<file path="src/dslp_pkg.sv">
`timescale 1ns / 1ps
// ----------------------------------------------------------------------------
// dslp_pkg
// Shared types and constants for the depth snapshot line parser.
// ----------------------------------------------------------------------------
package dslp_pkg;

    typedef struct packed {
        logic [7:0] char_byte;
        logic       end_of_line;
    } in_item_t;

    typedef struct packed {
        logic [1:0]  record_kind;
        logic        line_handled;
        logic [2:0]  status_code;
        logic [63:0] session_number;
        logic [63:0] depth_seq;
        logic [2:0]  level_slot;
        logic [63:0] price_ticks;
        logic [63:0] quantity_lots;
        logic [31:0] order_total;
        logic        last_of_run;
    } out_item_t;

    typedef struct packed {
        logic [63:0] price;
        logic [63:0] qty;
        logic [31:0] orders;
    } level_t;

    localparam logic [1:0] KIND_STATUS = 2'd0;
    localparam logic [1:0] KIND_BID    = 2'd1;
    localparam logic [1:0] KIND_ASK    = 2'd2;

    localparam logic [2:0] ST_WAIT_DATA  = 3'd0;
    localparam logic [2:0] ST_WAIT_DEPTH = 3'd1;
    localparam logic [2:0] ST_LIVE       = 3'd2;
    localparam logic [2:0] ST_BAD_SESS   = 3'd3;
    localparam logic [2:0] ST_BAD_BID    = 3'd4;
    localparam logic [2:0] ST_BAD_ASK    = 3'd5;
    localparam logic [2:0] ST_BAD_DEPTH  = 3'd6;
    localparam logic [2:0] ST_INCOMPLETE = 3'd7;

    typedef enum logic [2:0] {
        PH_PREFIX, PH_IGNORE, PH_SESSION, PH_DEPTH, PH_FAILED
    } phase_t;

    typedef enum logic [2:0] {
        TK_EMPTY, TK_KEY_SEQ, TK_KEY_BID, TK_KEY_ASK, TK_VAL_SEQ, TK_VAL_BID, TK_VAL_ASK
    } tok_t;

    typedef enum logic [1:0] {
        CS_IDLE, CS_STATUS, CS_BIDS, CS_ASKS
    } ctl_state_t;

    // controller -> datapath
    typedef struct packed {
        logic parse;       // consume the accepted byte
        logic emit_load;   // load output register
        logic [1:0] kind;
        logic last;
        logic slot_clr;
        logic slot_inc;
    } dp_cmd_t;

    // datapath -> controller
    typedef struct packed {
        logic commit;      // byte just parsed ended a line with a commit
        logic slot_last;
    } dp_stat_t;

    localparam logic [63:0] TXT_SESSION = "SESSION ";
    localparam logic [47:0] TXT_DEPTH   = "DEPTH ";
    localparam logic [31:0] TXT_SEQ     = "seq=";

    function automatic logic [7:0] sess_char(input logic [3:0] p);
        logic [2:0] k;
        k = 3'(7 - p[2:0]);
        return TXT_SESSION[k*8 +: 8];
    endfunction

    function automatic logic [7:0] depth_char(input logic [3:0] p);
        logic [2:0] k;
        k = 3'(5 - p[2:0]);
        return TXT_DEPTH[k*8 +: 8];
    endfunction

    function automatic logic [7:0] seq_char(input logic [3:0] p);
        logic [1:0] k;
        k = 2'(3 - p[1:0]);
        return TXT_SEQ[k*8 +: 8];
    endfunction

endpackage

</file>
<file path="src/dslp_ctrl.sv">
`timescale 1ns / 1ps
// ----------------------------------------------------------------------------
// dslp_ctrl
// Handshake and emit sequencer for the line parser.
// ----------------------------------------------------------------------------
module dslp_ctrl (
    input  logic               clk,
    input  logic               rst_n,
    input  logic               in_valid,
    output logic               in_ready,
    input  logic               in_eol,
    output logic               out_valid,
    input  logic               out_ready,
    output dslp_pkg::dp_cmd_t  cmd,
    input  dslp_pkg::dp_stat_t stat
);
    import dslp_pkg::*;

    ctl_state_t state_reg, state_next;
    logic       ov_reg, ov_next;
    logic       free;

    // output register free this cycle
    assign free = !ov_reg || out_ready;

    always_comb
    begin
        state_next = state_reg;
        ov_next    = ov_reg && !out_ready;
        cmd        = '0;
        in_ready   = 1'b0;
        case (state_reg)
            CS_IDLE:
            begin
                in_ready = 1'b1;
                if (in_valid)
                begin
                    cmd.parse = 1'b1;
                    if (in_eol) state_next = CS_STATUS;
                end
            end
            CS_STATUS:
            begin
                if (free)
                begin
                    cmd.emit_load = 1'b1; cmd.kind = KIND_STATUS;
                    cmd.last = !stat.commit; cmd.slot_clr = 1'b1;
                    ov_next = 1'b1;
                    state_next = stat.commit ? CS_BIDS : CS_IDLE;
                end
            end
            CS_BIDS:
            begin
                if (free)
                begin
                    cmd.emit_load = 1'b1; cmd.kind = KIND_BID; cmd.slot_inc = 1'b1;
                    ov_next = 1'b1;
                    if (stat.slot_last) state_next = CS_ASKS;
                end
            end
            CS_ASKS:
            begin
                if (free)
                begin
                    cmd.emit_load = 1'b1; cmd.kind = KIND_ASK; cmd.slot_inc = 1'b1;
                    cmd.last = stat.slot_last; ov_next = 1'b1;
                    if (stat.slot_last) state_next = CS_IDLE;
                end
            end
            default: state_next = CS_IDLE;
        endcase
    end

    always_ff @(posedge clk or negedge rst_n)
    begin
        if (!rst_n)
        begin
            state_reg <= CS_IDLE;
            ov_reg    <= 1'b0;
        end
        else
        begin
            state_reg <= state_next;
            ov_reg    <= ov_next;
        end
    end

    assign out_valid = ov_reg;

endmodule

</file>
<file path="config.mk">
export PLATFORM = sky130hd
export DESIGN_NAME = dslp_ctrl
export DESIGN_NICKNAME = d
export VERILOG_FILES = /design/src/dslp_pkg.sv /design/src/dslp_ctrl.sv
export SDC_FILE = /design/constraint.sdc
export NUM_CORES = 1
export LEC_CHECK = 0
export BUFFER_PORTS_ARGS = -buffer_cell sky130_fd_sc_hd__buf_4
export CAP_MARGIN = 15
export CORE_AREA = 2 2 39 41
export DETAILED_ROUTE_END_ITERATION = 10
export DIE_AREA = 0 0 41 43
export PLACE_DENSITY_LB_ADDON = 0.08
export SETUP_SLACK_MARGIN = 0.15
export SYNTH_ARGS = -nofsm -noshare
export SYNTH_HDL_FRONTEND = slang
export SYNTH_SLANG_ARGS = --single-unit
</file>
<file path="constraint.sdc">
create_clock -name clk -period 0.87 [get_ports clk]
set_input_delay 0.174 -clock clk [delete_from_list [all_inputs] [get_ports clk]]
set_output_delay 0.174 -clock clk [all_outputs]
set_load 0.03 [all_outputs]
</file>
==> reports/qor.csv, run 1 <==
stage;metric;value;unit
status;status;finished with violations;
status;violated checks;setup timing;
floorplanning;Die Area;1760;um2
hold_path;HP Class;in -> reg;
timing;period utilization;151;%
placed_design;Final HPWL DP;538;um
drt;Routed Antenna Nets;0;
setup_path;startpoint types;flop;
setup_path;Critical Path End Type;output pin;
floorplanning;Die Y;43;um
clocking;CTS max path bufs;2;
floorplanning;row count;14;
floorplanning;die width;41;um
global_routing;vias in the first global route;304;
clocking;Root Buffer;clkbuf_4;
logic_synthesis;Yosys top cell by area;dfrtp_1;
timing;min cycle time layout;1.31;ns
global_routing;GRT Util Overall;10.7;%
drt;final wirelength;729;um
cells_and_area;register area;78.8;um2
drt;1st-iter DRT viols;0;
floorplanning;Top Ports;16;
drt;DRC Markers;0;
power_and_ir_drop;Leak Pwr;0.263;nW
cells_and_area;area delta synth->final;189;%
global_routing;largest net degree at the start of global routing;9;
power_and_ir_drop;VDD IR-drop max;1.48;mV
drt;drt via density;4.17;
timing;fin worst setup slack;-0.445;ns
cells_and_area;commonest non-fill, non-tap cell in the layout;buf_6;
floorplanning;core area;1380;um2
global_routing;grt ovf;0;
cells_and_area;Multi-input gate area;185;um2
setup_path;Setup CP Type;reg -> out;
timing;Relative slew margins;84.8;%
global_routing;initial antenna violation count;0;
logic_synthesis;Netlist Area Pre-Place;200;um2
setup_path;CP max FO;8;
timing;RSZ-0062 raised after global routing;yes;
logic_synthesis;Post-Syn Area per Cell;7.70;um2
cells_and_area;n_diodes;0;
clocking;number of CTS-inserted buffers;3;
placed_design;placed cell areas;425;um2
logic_synthesis;Syn. warnings;0;
drt;drt pass-1 iters;1;
run;Max-Cap Viols;0;
placed_design;I/O Buffers;15;
placed_design;Placer Congestion;0.691;
power_and_ir_drop;total power;2.23;mW
timing;fmax;761;MHz
cells_and_area;commonest cells after routing, fill and taps aside;15 x buf_6, 11 x buf_4, 4 x nor2_4;
global_routing;first-pass GRT wire length;1260;um
clocking;Worst-path clk slew;0.04;ns
clocking;H-tree Lvls;1;
logic_synthesis;synth top area cells;dfrtp_1 38%, nor2_1 9.4%, nor2b_1 9.4%, a21oi_1 5.0%, a32oi_1 4.4%;
logic_synthesis;Syn Nets;33;
floorplanning;initial core utilization;14.5;%
clocking;clk_lat worst skew;0.23;ns
cells_and_area;number of fill cells;149;
clocking;CTS sink cnt;3;
logic_synthesis;Seq cells post-synth;3;
timing;Worst Skew;0.000137;ns
timing;final hold violation count;0;
drt;DR WL/cell;10.1;um
cells_and_area;layout cell share with drive strength beyond 1;83.9;%
logic_synthesis;Seq/Total Area, Yosys;37.5;%
cells_and_area;cell area after layout;578;um2
setup_path;required time worst endpoint;0.70;ns
timing;Slew @ Worst Pin;0.229;ns
setup_path;CP arrival;1.14;ns
timing;count of final setup violators;12;
logic_synthesis;area share of the largest cell type after synthesis;37.5;%
logic_synthesis;Netlist cell types;16;
logic_synthesis;cell count after synthesis;26;
power_and_ir_drop;Pwr Density;3860;nW/um2
drt;routed via count;300;
cells_and_area;Final Net Count;64;
clocking;CTS tree;yes;
timing;fin. max-slew vios;0;
## cell families (layout without fill, tap and decap cells)
group / count (synthesis) / in the layout / synth area share [%]
and+or+nand+nor: 15 / 15 / 38.8
AOI/OAI and AO/OA: 6 / 6 / 19.4
DFF: 3 / 3 / 37.5
buffers and inverters: 2 / 32 / 4.37
## critical path, stage by stage (launching register included)
cell	delay [ns]
dfrtp_2	0.48
nor2_4	0.15
buf_6	0.11
nor2_2	0.03
buf_6	0.14
## where the power goes
part | leakage, nW | switching (mW) | internal, mW
logic | 0.218 | 0.759 | 0.845
registers | 0.0307 | 0.169 | 0.216
clock network | 0.0150 | 0.0702 | 0.172
## final timing paths
path	from	end	slack [ns]	depth (start not counted)
worst max register to register	state_reg[0]	state_reg[0]	-0.21	4
worst max-delay path	flop	cmd[5]	-0.44	4
min in group asynchronous	rst_n	async pin	0.27	2
worst min-delay path	in_eol	state_reg[0]	0.25	3
max in group asynchronous	rst_n	out_valid	0.50	2
worst min register to register	state_reg[0]	flop	0.64	1
## Yosys cell counts, drive strengths merged
master	n
o21ai	1
nor2b	3
a31oi	1
nor2	6
a32oi	1
nor3	1
and2	1
dfrtp	3
nand2b	1
nand2	2
inv	1
and3	1
a41oi	1
a21oi	2
buf	1
## layout make-up
| class | count | area share [%] |
|---|---|---|
| Inverter | 1 | 1.08 |
| Multi-Input combinational cell | 21 | 32.0 |
| Timing Repair Buffer | 27 | 45.2 |
| Clock buffer | 4 | 4.55 |
| Tap cell | 16 | 3.46 |
| Sequential cell | 3 | 13.6 |
## per-stage QoR
stage	utilization [%]	setup slack [ns]	std cells	setup TNS (ns)	hold slack, ns
6_report	41.8	-0.445	72	-4.01	0.250
5_1_grt	41.8	-0.490	72	-4.59	0.284
4_1_cts	39.7	-0.471	70	-4.18	0.255
3_5_place_dp	30.7	-0.284	61	-2.07	-0.0366
3_3_place_gp	30.7	-0.264	61	-1.89	-0.0352
2_1_floorplan	-	-0.293	26	-1.80	-0.122
## timing repair
item / CTS / global route
endpoints found under the setup margin: 12 / 12
endpoints found under the hold margin: 3 / 0
buffers inserted: 4 / 2
gates resized for setup: 18 / 4
hold buffers: 1 / 0
pin swaps: 3 / 4
## per-layer routing
layer  vias to the layer above  wire length [um]  track usage (%)
met4                         0                 0             6.00
met2                        10               422             16.9
met1                       141               254             11.7
met5                         -                 0                0
met3                         0                52             3.66
li1                        149                 -                -
Note: power is estimated with default switching activity, not from simulation.
==> inputs of run 2 (changes only) <==
--- a/config.mk
+++ b/config.mk
@@ -5,11 +5,13 @@
 export SDC_FILE = /design/constraint.sdc
 export NUM_CORES = 1
 export LEC_CHECK = 0
+export ABC_AREA = 1
 export BUFFER_PORTS_ARGS = -buffer_cell sky130_fd_sc_hd__buf_4
 export CAP_MARGIN = 15
 export CORE_AREA = 2 2 39 41
 export DETAILED_ROUTE_END_ITERATION = 10
 export DIE_AREA = 0 0 41 43
+export GPL_TIMING_DRIVEN = 0
 export PLACE_DENSITY_LB_ADDON = 0.08
 export SETUP_SLACK_MARGIN = 0.15
 export SYNTH_ARGS = -nofsm -noshare
==> constraint.sdc (replaced) <==
create_clock -name clk -period 0.87 [get_ports clk]
set_input_delay 0.174 -clock clk [delete_from_list [all_inputs] [get_ports clk]]
set_output_delay 0.174 -clock clk [all_outputs]
set_load 0.1 [all_outputs]
==> reports/qor.csv, run 2 <==
stage;metric;value;unit
timing;fin. max-slew vios;0;
cells_and_area;layout cell share with drive strength beyond 1;77.9;%
clocking;Root Buffer;clkbuf_4;
drt;final wirelength;809;um
logic_synthesis;Post-synth EDFFs;0;
floorplanning;Top Ports;16;
timing;fin worst setup slack;-0.596;ns
logic_synthesis;Seq cells post-synth;3;
drt;DR WL/cell;9.63;um
global_routing;grt ovf;0;
timing;Slew @ Worst Pin;0.214;ns
logic_synthesis;most common cell in the netlist;nand2_1;
timing;RSZ-0062 raised after global routing;yes;
clocking;clk_lat worst skew;0.23;ns
status;status;finished with violations;
cells_and_area;area delta synth->final;203;%
drt;metal1 wirelength;282;um
logic_synthesis;Syn. warnings;0;
floorplanning;Die Area;1760;um2
global_routing;GRT Util Overall;11.2;%
clocking;number of CTS-inserted buffers;3;
floorplanning;initial core utilization;16.9;%
drt;routed via count;341;
clocking;CTS sink cnt;3;
logic_synthesis;Post-Syn Area per Cell;6.50;um2
logic_synthesis;Seq/Total Area, Yosys;32.1;%
clocking;CTS max path bufs;2;
drt;Top Layer Used;met3;
setup_path;CP arrival;1.29;ns
logic_synthesis;cell count after synthesis;36;
logic_synthesis;Syn Nets;43;
clocking;H-tree Lvls;1;
cells_and_area;Post-Route Utilization;51.2;%
run;Max-Cap Viols;0;
floorplanning;row count;14;
drt;DR WL met3;46;um
cells_and_area;Final Net Count;76;
placed_design;placed cell areas;429;um2
logic_synthesis;Synth Area in Compound Gates;5.35;%
logic_synthesis;ys flop type;dfrtp_1;
cells_and_area;cell area after layout;708;um2
floorplanning;die width;41;um
timing;Setup TNS Final;-5.06;ns
status;violated checks;setup timing;
timing;final hold slack;0.186;ns
global_routing;initial antenna violation count;0;
floorplanning;core area;1380;um2
placed_design;I/O Buffers;15;
logic_synthesis;adder-cell share of the synthesized area;0;%
cells_and_area;Multi-input gate area;208;um2
cells_and_area;number of fill cells;137;
logic_synthesis;asr flop ratio synth;100;%
setup_path;startpoint types;flop;
logic_synthesis;Netlist cell types;13;
placed_design;Placer Congestion;0.744;
timing;count of final setup violators;12;
hold_path;worst hold path depth;3;
setup_path;CP max FO;3;
drt;Routed Antenna Nets;0;
floorplanning;Die Y;43;um
timing;Relative slew margins;85.7;%
timing;period utilization;168;%
hold_path;HP Class;in -> reg;
logic_synthesis;area share of the largest cell type after synthesis;32.1;%
timing;min cycle time layout;1.47;ns
clocking;CTS tree;yes;
global_routing;vias in the first global route;361;
cells_and_area;n_diodes;0;
logic_synthesis;mux cell area share after synthesis;0;%
global_routing;first-pass GRT wire length;1330;um
placed_design;Final HPWL DP;514;um
setup_path;reg2reg path depth;8;
logic_synthesis;synth top area cells;dfrtp_1 32%, nand2_1 16%, inv_1 11%, nand2_2 8.0%, nor2_1 6.4%;
drt;drt pass-1 iters;1;
setup_path;required time worst endpoint;0.70;ns
drt;WL met2;480;um
cells_and_area;register area;81.3;um2
setup_path;Setup CP Type;reg -> out;
global_routing;largest net degree at the start of global routing;7;
logic_synthesis;Yosys top cell by area;dfrtp_1;
logic_synthesis;Netlist Area Pre-Place;234;um2
timing;fmax;682;MHz
drt;1st-iter DRT viols;0;
logic_synthesis;Post-synth top cells;10 x nand2_1, 7 x inv_1, 4 x nor2_1, 3 x dfrtp_1, 3 x nand2_2;
drt;drt via density;4.06;
logic_synthesis;Post-Synth Simple-Gate Area;49.7;%
clocking;Worst-path clk slew;0.04;ns
cells_and_area;commonest cells after routing, fill and taps aside;15 x buf_4, 9 x buf_12, 8 x nand2_1;
logic_synthesis;largest family of logic cells by synthesized area;simple AND/OR/NAND/NOR gates;
timing;Worst Skew;0.00187;ns
cells_and_area;commonest non-fill, non-tap cell in the layout;buf_4;
setup_path;Critical Path End Type;output pin;
drt;DRC Markers;0;
timing;final hold violation count;0;
logic_synthesis;Post-Synth XOR/XNOR Area;0;%
==> run 2: cell type report <==
class / instances / area share [%]
clock buffer: 4 / 3.71
inverter: 8 / 5.12
multi-input combinational: 25 / 29.3
sequential: 3 / 11.5
tap: 16 / 2.83
timing repair buffer: 28 / 47.5
==> run 2: repair_timing <==
item | 4_1_cts | 5_1_grt
pin swaps | 8 | 2
setup buffers | 7 | 5
gates cloned | 0 | 0
endpoints found under the hold margin | 3 | 0
setup endpoints to repair | 12 | 12
hold buffers | 1 | 0
gates resized for setup | 37 | 3
==> run 2: logic make-up after synthesis <==
group | Yosys count
and+or+nand+nor | 23
DFF | 3
buffers and inverters | 8
AOI/OAI and AO/OA | 2
==> run 2: through the flow <==
step                setup slack, ns  instances
global route                 -0.655         84
CTS                          -0.612         79
detailed placement           -0.529         67
global placement             -0.527         67
finish                       -0.596         84
floorplan                     -1.04         36
==> run 2: path summary, 6_finish.rpt <==
kind	start	end	slack (ns)
worst max-delay path	out_valid	cmd[2]	-0.60
worst min-delay path	stat[1]	flop	0.19
worst max register to register	flop	state_reg[0]	-0.48
worst min register to register	flop	flop	0.56
max in group asynchronous	rst_n	state_reg[0]	0.50
min in group asynchronous	rst_n	out_valid	0.27
==> run 2: critical path, stage by stage, from the launching register on <==
cell and delay, ns:
dfrtp_4 0.47, nand2_4 0.10, nand2_4 0.07, nor2_4 0.09, nand2_2 0.07, o21ai_4 0.07, buf_12 0.19
==> run 2: routing by layer <==
layer | vias up | global-route usage [%]
li1 | 175 | -
met1 | 155 | 10.9
met2 | 11 | 19.1
met3 | 0 | 4.19
met4 | 0 | 6.00
met5 | - | 0
Power of run 2 is not shown: default switching activity piles up to over one toggle a cycle in this logic, so the estimate is an artifact.
